===== src/dpce_pkg.sv =====
// Shared types, constants and CRC helpers for the delta packet CRC encoder.
// No dependencies.
package dpce_pkg;

	localparam int NumReadings = 6;
	localparam int NumDeltas   = NumReadings + 1;
	localparam int NumWords    = NumDeltas + 1;
	localparam int QueueDepth  = 2;

	localparam logic [15:0] CrcPoly = 16'h1021;
	localparam logic [15:0] CrcInit = 16'hFFFF;
	localparam logic [15:0] CrcTop  = 16'h8000;

	typedef logic [15:0] word_t;

	// One delta record: sequence plus time delta and six reading deltas.
	typedef struct packed {
		word_t                 seq;
		word_t [NumDeltas-1:0] delta;
	} rec_t;

	// MSB-first CRC-16 over one byte.
	function automatic word_t crc_byte(word_t crc, logic [7:0] b);
		word_t c;
		c = crc ^ {b, 8'h00};
		for (int i = 0; i < 8; i++) begin
			if ((c & CrcTop) != 16'h0000) begin
				c = {c[14:0], 1'b0} ^ CrcPoly;
			end else begin
				c = {c[14:0], 1'b0};
			end
		end
		return c;
	endfunction

	// Fold one 16-bit word, low byte first.
	function automatic word_t crc_word(word_t crc, word_t w);
		word_t c;
		c = crc_byte(crc, w[7:0]);
		c = crc_byte(c, w[15:8]);
		return c;
	endfunction

endpackage


===== src/dpce_front.sv =====
// Front end: accepts sensor words, forms wrapped deltas against history.
// Depends on dpce_pkg.
module dpce_front (
	input  logic               clk,
	input  logic               arst_n,
	input  logic               in_valid,
	input  logic        [15:0] seq_number,
	input  logic        [15:0] time_ms_low,
	input  logic signed [15:0] temp_reading,
	input  logic signed [15:0] depth_reading,
	input  logic signed [15:0] salinity_reading,
	input  logic signed [15:0] oxygen_reading,
	input  logic signed [15:0] chlorophyll_reading,
	input  logic signed [15:0] acidity_reading,
	input  logic               q_full,
	output logic               push,
	output dpce_pkg::rec_t     push_rec
);
	import dpce_pkg::*;

	word_t last_time_q;
	word_t last_rd_q [NumReadings];
	word_t cur_rd    [NumReadings];

	assign push = in_valid && !q_full;

	always_comb begin
		cur_rd[0] = word_t'(temp_reading);
		cur_rd[1] = word_t'(depth_reading);
		cur_rd[2] = word_t'(salinity_reading);
		cur_rd[3] = word_t'(oxygen_reading);
		cur_rd[4] = word_t'(chlorophyll_reading);
		cur_rd[5] = word_t'(acidity_reading);
	end

	always_comb begin
		push_rec.seq      = seq_number;
		push_rec.delta[0] = time_ms_low - last_time_q;
		for (int i = 0; i < NumReadings; i++) begin
			push_rec.delta[i+1] = cur_rd[i] - last_rd_q[i];
		end
	end

	// history starts at zero, so the first word's deltas are the raw values
	always_ff @(posedge clk or negedge arst_n) begin
		if (!arst_n) begin
			last_time_q <= '0;
			for (int i = 0; i < NumReadings; i++) begin
				last_rd_q[i] <= '0;
			end
		end else if (push) begin
			last_time_q <= time_ms_low;
			for (int i = 0; i < NumReadings; i++) begin
				last_rd_q[i] <= cur_rd[i];
			end
		end
	end

endmodule


===== src/dpce_queue.sv =====
// Short FIFO decoupling the delta front end from the CRC back end.
// Depends on dpce_pkg.
module dpce_queue #(
	parameter int Depth = dpce_pkg::QueueDepth
) (
	input  logic           clk,
	input  logic           arst_n,
	input  logic           push,
	input  dpce_pkg::rec_t push_rec,
	input  logic           pop,
	output logic           q_full,
	output logic           q_valid,
	output dpce_pkg::rec_t q_rec
);
	import dpce_pkg::*;

	localparam int PtrW = (Depth > 1) ? $clog2(Depth) : 1;
	localparam int CntW = $clog2(Depth + 1);

	rec_t            entry_q [Depth];
	logic [PtrW-1:0] wr_ptr_q;
	logic [PtrW-1:0] rd_ptr_q;
	logic [CntW-1:0] count_q;

	function automatic logic [PtrW-1:0] ptr_inc(logic [PtrW-1:0] p);
		logic [PtrW-1:0] n;
		if (p == PtrW'(Depth - 1)) begin
			n = '0;
		end else begin
			n = p + PtrW'(1);
		end
		return n;
	endfunction

	assign q_full  = (count_q == CntW'(Depth));
	assign q_valid = (count_q != '0);
	assign q_rec   = entry_q[rd_ptr_q];

	always_ff @(posedge clk or negedge arst_n) begin
		if (!arst_n) begin
			wr_ptr_q <= '0;
			rd_ptr_q <= '0;
			count_q  <= '0;
		end else begin
			if (push) begin
				wr_ptr_q <= ptr_inc(wr_ptr_q);
			end
			if (pop) begin
				rd_ptr_q <= ptr_inc(rd_ptr_q);
			end
			if (push && !pop) begin
				count_q <= count_q + CntW'(1);
			end else if (pop && !push) begin
				count_q <= count_q - CntW'(1);
			end
		end
	end

	always_ff @(posedge clk) begin
		if (push) begin
			entry_q[wr_ptr_q] <= push_rec;
		end
	end

`ifndef SYNTHESIS
	a_count_bound: assert property (@(posedge clk) disable iff (!arst_n)
		count_q <= CntW'(Depth))
		else $error("queue count over depth");
	a_no_push_full: assert property (@(posedge clk) disable iff (!arst_n)
		push |-> !q_full)
		else $error("push into full queue");
	a_no_pop_empty: assert property (@(posedge clk) disable iff (!arst_n)
		pop |-> q_valid)
		else $error("pop from empty queue");
	a_count_inc: assert property (@(posedge clk) disable iff (!arst_n)
		(push && !pop) |=> (count_q == $past(count_q) + CntW'(1)))
		else $error("queue count failed to rise");
	a_count_dec: assert property (@(posedge clk) disable iff (!arst_n)
		(pop && !push) |=> (count_q == $past(count_q) - CntW'(1)))
		else $error("queue count failed to fall");
`endif

endmodule


===== src/dpce_back.sv =====
// Back end: stallable CRC pipeline, one 16-bit word folded per stage.
// Depends on dpce_pkg.
module dpce_back (
	input  logic           clk,
	input  logic           arst_n,
	input  logic           q_valid,
	input  dpce_pkg::rec_t q_rec,
	output logic           pop,
	input  logic           out_stall,
	output logic           out_valid,
	output dpce_pkg::rec_t out_rec,
	output logic    [15:0] out_crc
);
	import dpce_pkg::*;

	logic [NumWords-1:0] vld_s;
	rec_t                rec_s [NumWords];
	word_t               crc_s [NumWords];

	logic [NumWords:0]   adv;
	logic [NumWords-1:0] v_in;
	rec_t                r_in  [NumWords];
	word_t               c_in  [NumWords];
	word_t               w_in  [NumWords];

	// a stage moves when it is empty or the stage after it moves
	always_comb begin
		adv[NumWords] = !out_stall;
		for (int i = NumWords - 1; i >= 0; i--) begin
			adv[i] = !vld_s[i] || adv[i+1];
		end
	end

	assign pop = q_valid && adv[0];

	for (genvar g = 0; g < NumWords; g++) begin : g_stage
		if (g == 0) begin : g_head
			assign v_in[g] = q_valid;
			assign r_in[g] = q_rec;
			assign c_in[g] = CrcInit;
			assign w_in[g] = q_rec.seq;
		end else begin : g_body
			assign v_in[g] = vld_s[g-1];
			assign r_in[g] = rec_s[g-1];
			assign c_in[g] = crc_s[g-1];
			assign w_in[g] = rec_s[g-1].delta[g-1];
		end

		always_ff @(posedge clk or negedge arst_n) begin
			if (!arst_n) begin
				vld_s[g] <= 1'b0;
			end else if (adv[g]) begin
				vld_s[g] <= v_in[g];
			end
		end

		always_ff @(posedge clk) begin
			if (adv[g] && v_in[g]) begin
				rec_s[g] <= r_in[g];
				crc_s[g] <= crc_word(c_in[g], w_in[g]);
			end
		end
	end

	assign out_valid = vld_s[NumWords-1];
	assign out_rec   = rec_s[NumWords-1];
	assign out_crc   = crc_s[NumWords-1];

endmodule


===== src/delta_packet_crc_encoder_core.sv =====
// Top level of the delta packet CRC encoder: front end, queue, CRC back end.
// Depends on dpce_pkg, dpce_front, dpce_queue, dpce_back.
//
//   channel | handshake             | payload
//   --------+-----------------------+----------------------------------------
//   input   | in_valid / in_stall   | seq_number, time_ms_low, six readings
//   output  | out_valid / out_stall | seq_echo, packet_check, seven changes
//
// One word per cycle sustained while out_stall is low; set by the queue's push/pop
// and the CRC pipeline, which folds one 16-bit word per stage over eight stages.
// Unstalled, the first stage loads on the edge after the queue write, and the
// record then steps through the stages in order to the last, which drives out_valid.
// Reset clears the delta history to zero and all valid state; no sweep.
// out_stall freezes the CRC pipeline from the tail; bubbles still close up.
// in_stall rises only when the queue is full, from a register.
module delta_packet_crc_encoder_core #(
	parameter int QueueDepth = dpce_pkg::QueueDepth
) (
	input  logic               clk,
	input  logic               arst_n,
	input  logic               in_valid,
	output logic               in_stall,
	input  logic        [15:0] seq_number,
	input  logic        [15:0] time_ms_low,
	input  logic signed [15:0] temp_reading,
	input  logic signed [15:0] depth_reading,
	input  logic signed [15:0] salinity_reading,
	input  logic signed [15:0] oxygen_reading,
	input  logic signed [15:0] chlorophyll_reading,
	input  logic signed [15:0] acidity_reading,
	output logic               out_valid,
	input  logic               out_stall,
	output logic        [15:0] seq_echo,
	output logic        [15:0] packet_check,
	output logic signed [15:0] time_change,
	output logic signed [15:0] temp_change,
	output logic signed [15:0] depth_change,
	output logic signed [15:0] salinity_change,
	output logic signed [15:0] oxygen_change,
	output logic signed [15:0] chlorophyll_change,
	output logic signed [15:0] acidity_change
);
	import dpce_pkg::*;

	// front to queue
	logic  push;
	rec_t  push_rec;
	logic  q_full;

	// queue to back
	logic  q_valid;
	rec_t  q_rec;
	logic  pop;

	// back to ports
	rec_t  out_rec;
	word_t out_crc;

	assign in_stall = q_full;

	dpce_front u_front (
		.clk                 (clk),
		.arst_n              (arst_n),
		.in_valid            (in_valid),
		.seq_number          (seq_number),
		.time_ms_low         (time_ms_low),
		.temp_reading        (temp_reading),
		.depth_reading       (depth_reading),
		.salinity_reading    (salinity_reading),
		.oxygen_reading      (oxygen_reading),
		.chlorophyll_reading (chlorophyll_reading),
		.acidity_reading     (acidity_reading),
		.q_full              (q_full),
		.push                (push),
		.push_rec            (push_rec)
	);

	dpce_queue #(
		.Depth (QueueDepth)
	) u_queue (
		.clk      (clk),
		.arst_n   (arst_n),
		.push     (push),
		.push_rec (push_rec),
		.pop      (pop),
		.q_full   (q_full),
		.q_valid  (q_valid),
		.q_rec    (q_rec)
	);

	dpce_back u_back (
		.clk       (clk),
		.arst_n    (arst_n),
		.q_valid   (q_valid),
		.q_rec     (q_rec),
		.pop       (pop),
		.out_stall (out_stall),
		.out_valid (out_valid),
		.out_rec   (out_rec),
		.out_crc   (out_crc)
	);

	// delta slot 0 is time, then the readings in port order
	assign seq_echo           = out_rec.seq;
	assign packet_check       = out_crc;
	assign time_change        = signed'(out_rec.delta[0]);
	assign temp_change        = signed'(out_rec.delta[1]);
	assign depth_change       = signed'(out_rec.delta[2]);
	assign salinity_change    = signed'(out_rec.delta[3]);
	assign oxygen_change      = signed'(out_rec.delta[4]);
	assign chlorophyll_change = signed'(out_rec.delta[5]);
	assign acidity_change     = signed'(out_rec.delta[6]);

endmodule


===== config.mk =====
export PLATFORM = sky130hd
export DESIGN_NAME = delta_packet_crc_encoder_core
export DESIGN_NICKNAME = d
export VERILOG_FILES = /design/src/dpce_pkg.sv /design/src/dpce_front.sv /design/src/dpce_queue.sv /design/src/dpce_back.sv /design/src/delta_packet_crc_encoder_core.sv
export SDC_FILE = /design/constraint.sdc
export NUM_CORES = 1
export LEC_CHECK = 0
export BUFFER_PORTS_ARGS = -buffer_cell sky130_fd_sc_hd__buf_2
export CAP_MARGIN = 10
export CORE_MARGIN = 5
export CORE_UTILIZATION = 61
export DETAILED_ROUTE_END_ITERATION = 16
export PLACE_DENSITY = 0.79
export SETUP_SLACK_MARGIN = 0.1
export SYNTH_ARGS = -nofsm -noshare
export SYNTH_HDL_FRONTEND = slang
export SYNTH_SLANG_ARGS = --single-unit

===== constraint.sdc =====
create_clock -name clk -period 16.3 [get_ports clk]
set_input_delay 0.815 -clock clk [delete_from_list [all_inputs] [get_ports clk]]
set_output_delay 0.815 -clock clk [all_outputs]
set_load 0.02 [all_outputs]

* After elaboration in Yosys (flattened, before gate mapping)
Memories as Yosys holds them, arrays and structs flattened. Cells that the tools add are included.
Storage, ports and cells: flip-flop bits (word level) 124, ROM bits 0, input bits 132, memories kept 3, bits in latches 0, RAM bits 1408
Memory list:
- u_back.rec_s | depth 8, width 128, read ports 8, clocked after Yosys merged registers in 0, wr ports 8, RTL line dpce_back.sv:17 | rec_t rec_s [NumWords];
- u_queue.entry_q | depth 2, width 128, read ports 1, clocked after Yosys merged registers in 0, wr ports 1, RTL line dpce_queue.sv:20 | rec_t entry_q [Depth];
- u_back.crc_s | depth 8, width 16, read ports 8, clocked after Yosys merged registers in 0, wr ports 8, RTL line dpce_back.sv:18 | word_t crc_s [NumWords];
Operators by class: eq/ne operators 1, muxes and demuxes 278, add/sub/neg operators 11, shift operators 0, multipliers 0, $lt $le $gt $ge 0, divide/modulo/power cells 0, reduce and logical (&&, ||, !) cells 33, bitwise logic cells 144
Operator list (number):
- 16-bit 2-to-1 mux | 128
- 13-bit 2-to-1 mux | 128
- 3-bit inverter | 128
- 16-bit XOR | 15
- 16-bit subtractor | 7
- 1-bit 2-to-1 mux | 20
- 16-bit inverter | 1
- 1-bit zero test | 12
- 1-bit logical AND | 11
- 1-bit logical OR | 8
- 2-bit 2-to-1 mux | 2
- 2-bit nonzero test | 2
- 1-bit adder, second input constant | 2
- 2-bit by 1-bit adder with 2-bit output, second input constant | 1
- 2-bit == test, second input constant | 1
- 2-bit by 1-bit subtractor with 2-bit output, second input constant | 1

* Longest topological paths before layout
word-level depth 57, mapped depth 11, gate-level depth less buffers 11

* Hierarchy
Synthesis repeated with hierarchy kept, for this count alone.
Second synthesis, totals: cells, all modules 3136, area total of the unflattened synthesis 58180.8 µm²
Modules (own cells, without submodules):
- dpce_back | area an instance 39280.2 µm², cells an instance 1572, times used 1
- dpce_queue | area an instance 9469.1 µm², cells an instance 414, times used 1
- dpce_front | area an instance 9431.5 µm², cells an instance 1150, times used 1

* Least setup slack after synthesis
Ideal clock, no wire load.
kind in2reg, start point in out_stall, end point mem u_back.crc_s[1][48] (netlist bit), enable pin, required time 15.432 ns, arrival time 11.172 ns, buffers on the path 0, slack 4.260 ns, stages 1, cells stage by stage a21boi_0
RTL lines:
- start: declaration | RTL line delta_packet_crc_encoder_core.sv:32 | input logic out_stall,
- end: declaration | RTL line dpce_back.sv:18

* Worst setup path after layout
start point reg u_queue.count_q[0], end point mem u_queue.entry_q[1][62] (netlist bit), enable pin
Between the ends: longest elaborated chain between the ends 5
RTL lines:
- start: declaration | RTL line dpce_queue.sv:23 | logic [CntW-1:0] count_q;
- start signal: assignment | RTL line dpce_queue.sv:52 | count_q <= count_q + CntW'(1);
- start signal: assignment | RTL line dpce_queue.sv:54 | count_q <= count_q - CntW'(1);
- 2-bit == test | RTL line dpce_queue.sv:35 | assign q_full = (count_q == CntW'(Depth));
- 1-bit zero test | RTL line dpce_front.sv:25 | assign push = in_valid && !q_full;
- 1-bit logical AND | RTL line dpce_front.sv:25
- 1-bit 2-to-1 mux | RTL line dpce_queue.sv:60 | if (push) begin
- 1-bit 2-to-1 mux (implied by the code) | RTL line dpce_queue.sv:61 | entry_q[wr_ptr_q] <= push_rec;
- end: declaration | RTL line dpce_queue.sv:20
Every way passes these cells.

==> results.md <==
- Status: finished clean
- Total grt overflow: 0
- Min-delay worst type: in2async
- Crit path required time: 16.66 ns
- Critical path fanouts, max: 50
- Largest area contributor in the netlist: edfxtp_1
- Setup violations, final: 0
- # rows: 111
- Synth Area in Adders: around 2.6%
- Iter 0 DRT Violations: between 3k and 4k
- Gpl congestion: between 0.8 and 0.9
- Seq cells post-synth: 1532
- Fillers: 5410
- Fmax achieved: between 0.2 and 0.3 GHz
- Overall routing resource usage: 21.3%
- RSZ-0062 raised after global routing: no
- Worst Setup End Kind: flip-flop
- Die width: 315 um
- Worst Setup Start Kind: flip-flop
- Main combinational cell family by area after synthesis: XOR/XNOR gates
- CTS buffer count: 146
- Die height: ~310 um
- Final slew viol count: 0
- Via density: approximately 5.4
- Sequential element share of the synthesized area: 80.0%
- Simple-gate portion of the synthesized area: 2.89%
- Fin crit share: 22.5%
- Fin crit period: about 3.7 ns
- Hold Buf Count CTS: 0
- Vias in the first global route: 27.0k
- R2r worst-path depth: 6
- Final HPWL from detailed placement: about 66 mm
- Core area: 91900 um^2
- Yosys warns: 0
- Vias: 26.5k
- Top-Level Pins: 278
- Post-CTS Setup Inserts: 0
- Largest net degree at the start of global routing: roughly 150
- Initial antenna violation count: 6
- CTS sink cnt: 1532
- Count of buffers from port buffering: 277
- Fin. Hold Viols: 0
- Clk buf depth: 3
- Final clock skew: 0.0224 ns
- Hold WS: 0.122 ns
- Total die area: 99200 um^2
- CTS H-tree depth: 4
- Post-synthesis cell area: 56700 um^2
- CTS tree: built
- Effective utilization at floorplan: 61.7%
- Post-cts resize count: 0
- Critical path type: reg2reg
- Clk_lat worst skew: 0.75 ns
- Final net count: between 3k and 4k
- Slew headroom: between 20% and 30%
- Wirelength per Cell: 21.2 um
- Post-synth top cells: edfxtp_1, xnor2_1, nand2_1
- Post-synth cell types: 64
- Count leader, synth: edfxtp_1
- Post-synthesis mux area share: 2.57%
- Ranking of synthesized cells by area: edfxtp_1, dfrtp_1, xnor2_1
- Post-synth EDFFs: 1408
- Tightest Pin Transition: 1.15 ns
- Drt total wl: 104 mm
- Area growth, synth to finish: 13.8%
- Post-synth net total: ~3.4k
- First-pass GRT wire length: ~160 mm
- Dominant synthesized flop cell: edfxtp_1
- Antenna Nets Post-Route: 0
- CTS clock-pin slew for the worst setup and hold paths: about 0.060 ns
- Post-Syn Area per Cell: 18.2 um^2
- Drt first pass iters: 8
- Max cap viols: 0
- # DRC: 0
- Setup TNS: 0 ns
- Synth Area in Compound Gates: 3.52%
- Layout cells sized above 1: 18.1%
- XOR/XNOR Fraction of Synth Area: 7.09%
- Crit path DAT: a little over 4 ns
- Asr flop ratio synth: 8.09%
- Synth top area share: 74.5%
- Cells after Synth: 3120
- CTS root buf: clkbuf_16
==> path summary, 6_finish.rpt <==
check                                           from                 endpoint  slack [ns]
min in group clk                       seq_number[2]  u_queue.entry_q[0][114]        0.26
worst max-delay path              u_queue.count_q[0]   u_queue.entry_q[1][62]       12.63
max in group asynchronous                     arst_n         u_queue.rd_ptr_q       14.78
worst min-delay path                          arst_n    u_front.last_rd_q[67]        0.12
worst max register to register    u_queue.count_q[0]   u_queue.entry_q[1][62]       12.63
worst min register to register  u_back.rec_s[0][106]     u_back.rec_s[0][234]        0.41
==> metal layers <==
| layer | up-vias | GRT usage [%] | wire [um] |
|---|---|---|---|
| met5 | - | 0 | 28 |
| met4 | 6 | 7.48 | 3310 |
| met3 | 195 | 4.22 | 7150 |
| met2 | 934 | 34.9 | 51400 |
| met1 | 13000 | 29.0 | 41800 |
| li1 | 12300 | - | - |
==> placed cells by master, fill, tap and decap left out, types with 19 or more instances in the layout <==
cell type,Yosys,layout
edfxtp_1,1408,1408
xnor2_1,352,352
buf_2,5,276
nand2_1,160,159
inv_1,159,157
clkbuf_16,0,153
o21ai_0,145,145
mux2_2,125,125
dfrtp_1,124,123
xor2_1,107,107
ha_1,106,106
nor2_1,78,76
a21oi_1,66,66
clkbuf_1,31,43
nor3_1,21,21
buf_4,0,21
nand3_1,19,19
clkinv_1,0,19
==> stage by stage <==
stage / utilization [%] / cell area [um^2] / setup slack [ns] / instances
after CTS: 70.2 / 64600 / 12.51 / 4890
after detailed placement: 65.0 / 59700 / 12.24 / 4621
final: 70.2 / 64600 / 12.63 / 4892
after floorplan: - / 56700 / 4.26 / 3120
after global placement: 65.0 / 59700 / 12.29 / 4621
after global routing: 70.2 / 64600 / 12.37 / 4891
==> sequential cells by signal (all words and copies together), names as in the netlist <==
name,flops
u_queue.wr_ptr_q,1
u_front.last_time_q,16
u_queue.rd_ptr_q,1
u_back.rec_s,1024
u_queue.count_q,2
u_back.out_valid,1
u_front.last_rd_q,96
u_back.v_in,7
u_back.crc_s,128
u_queue.entry_q,256
==> area by class of cell <==
cell class | count | area [um^2] | share of cell area [%]
clock inverters | 68 | 752 | 1.16
multi-input cells | 1388 | 10600 | 16.5
clock buffers | 201 | 4060 | 6.29
well taps | 1243 | 1560 | 2.41
flip-flops and latches | 1532 | 45400 | 70.3
inverters | 159 | 604 | 0.936
repair buffers | 299 | 1570 | 2.43
diodes | 2 | 5.00 | 0.00775
==> worst max-delay path, cell delays in order (launching register included) <==
cell and delay [ns]:
dfrtp_1 0.44, nand2b_1 0.19, nand2_2 0.06, buf_4 0.25
nor2_4 0.91, buf_4 0.66, buf_4 0.65
==> kinds of logic (layout without fill, tap and decap cells) <==
logic type,after synthesis,count (layout)
flip-flops,1532,1532
AND/OR/NAND/NOR,362,362
other,0,2
adder cells (fa/ha/maj),113,113
AO/OA/AOI/OAI,324,324
buffers and inverters,200,727
XOR/XNOR,459,459
multiplexers,130,130
Power is left out: the tool's default activity adds up to more than one toggle a clock period on the data nets, which glitch-free logic cannot reach.
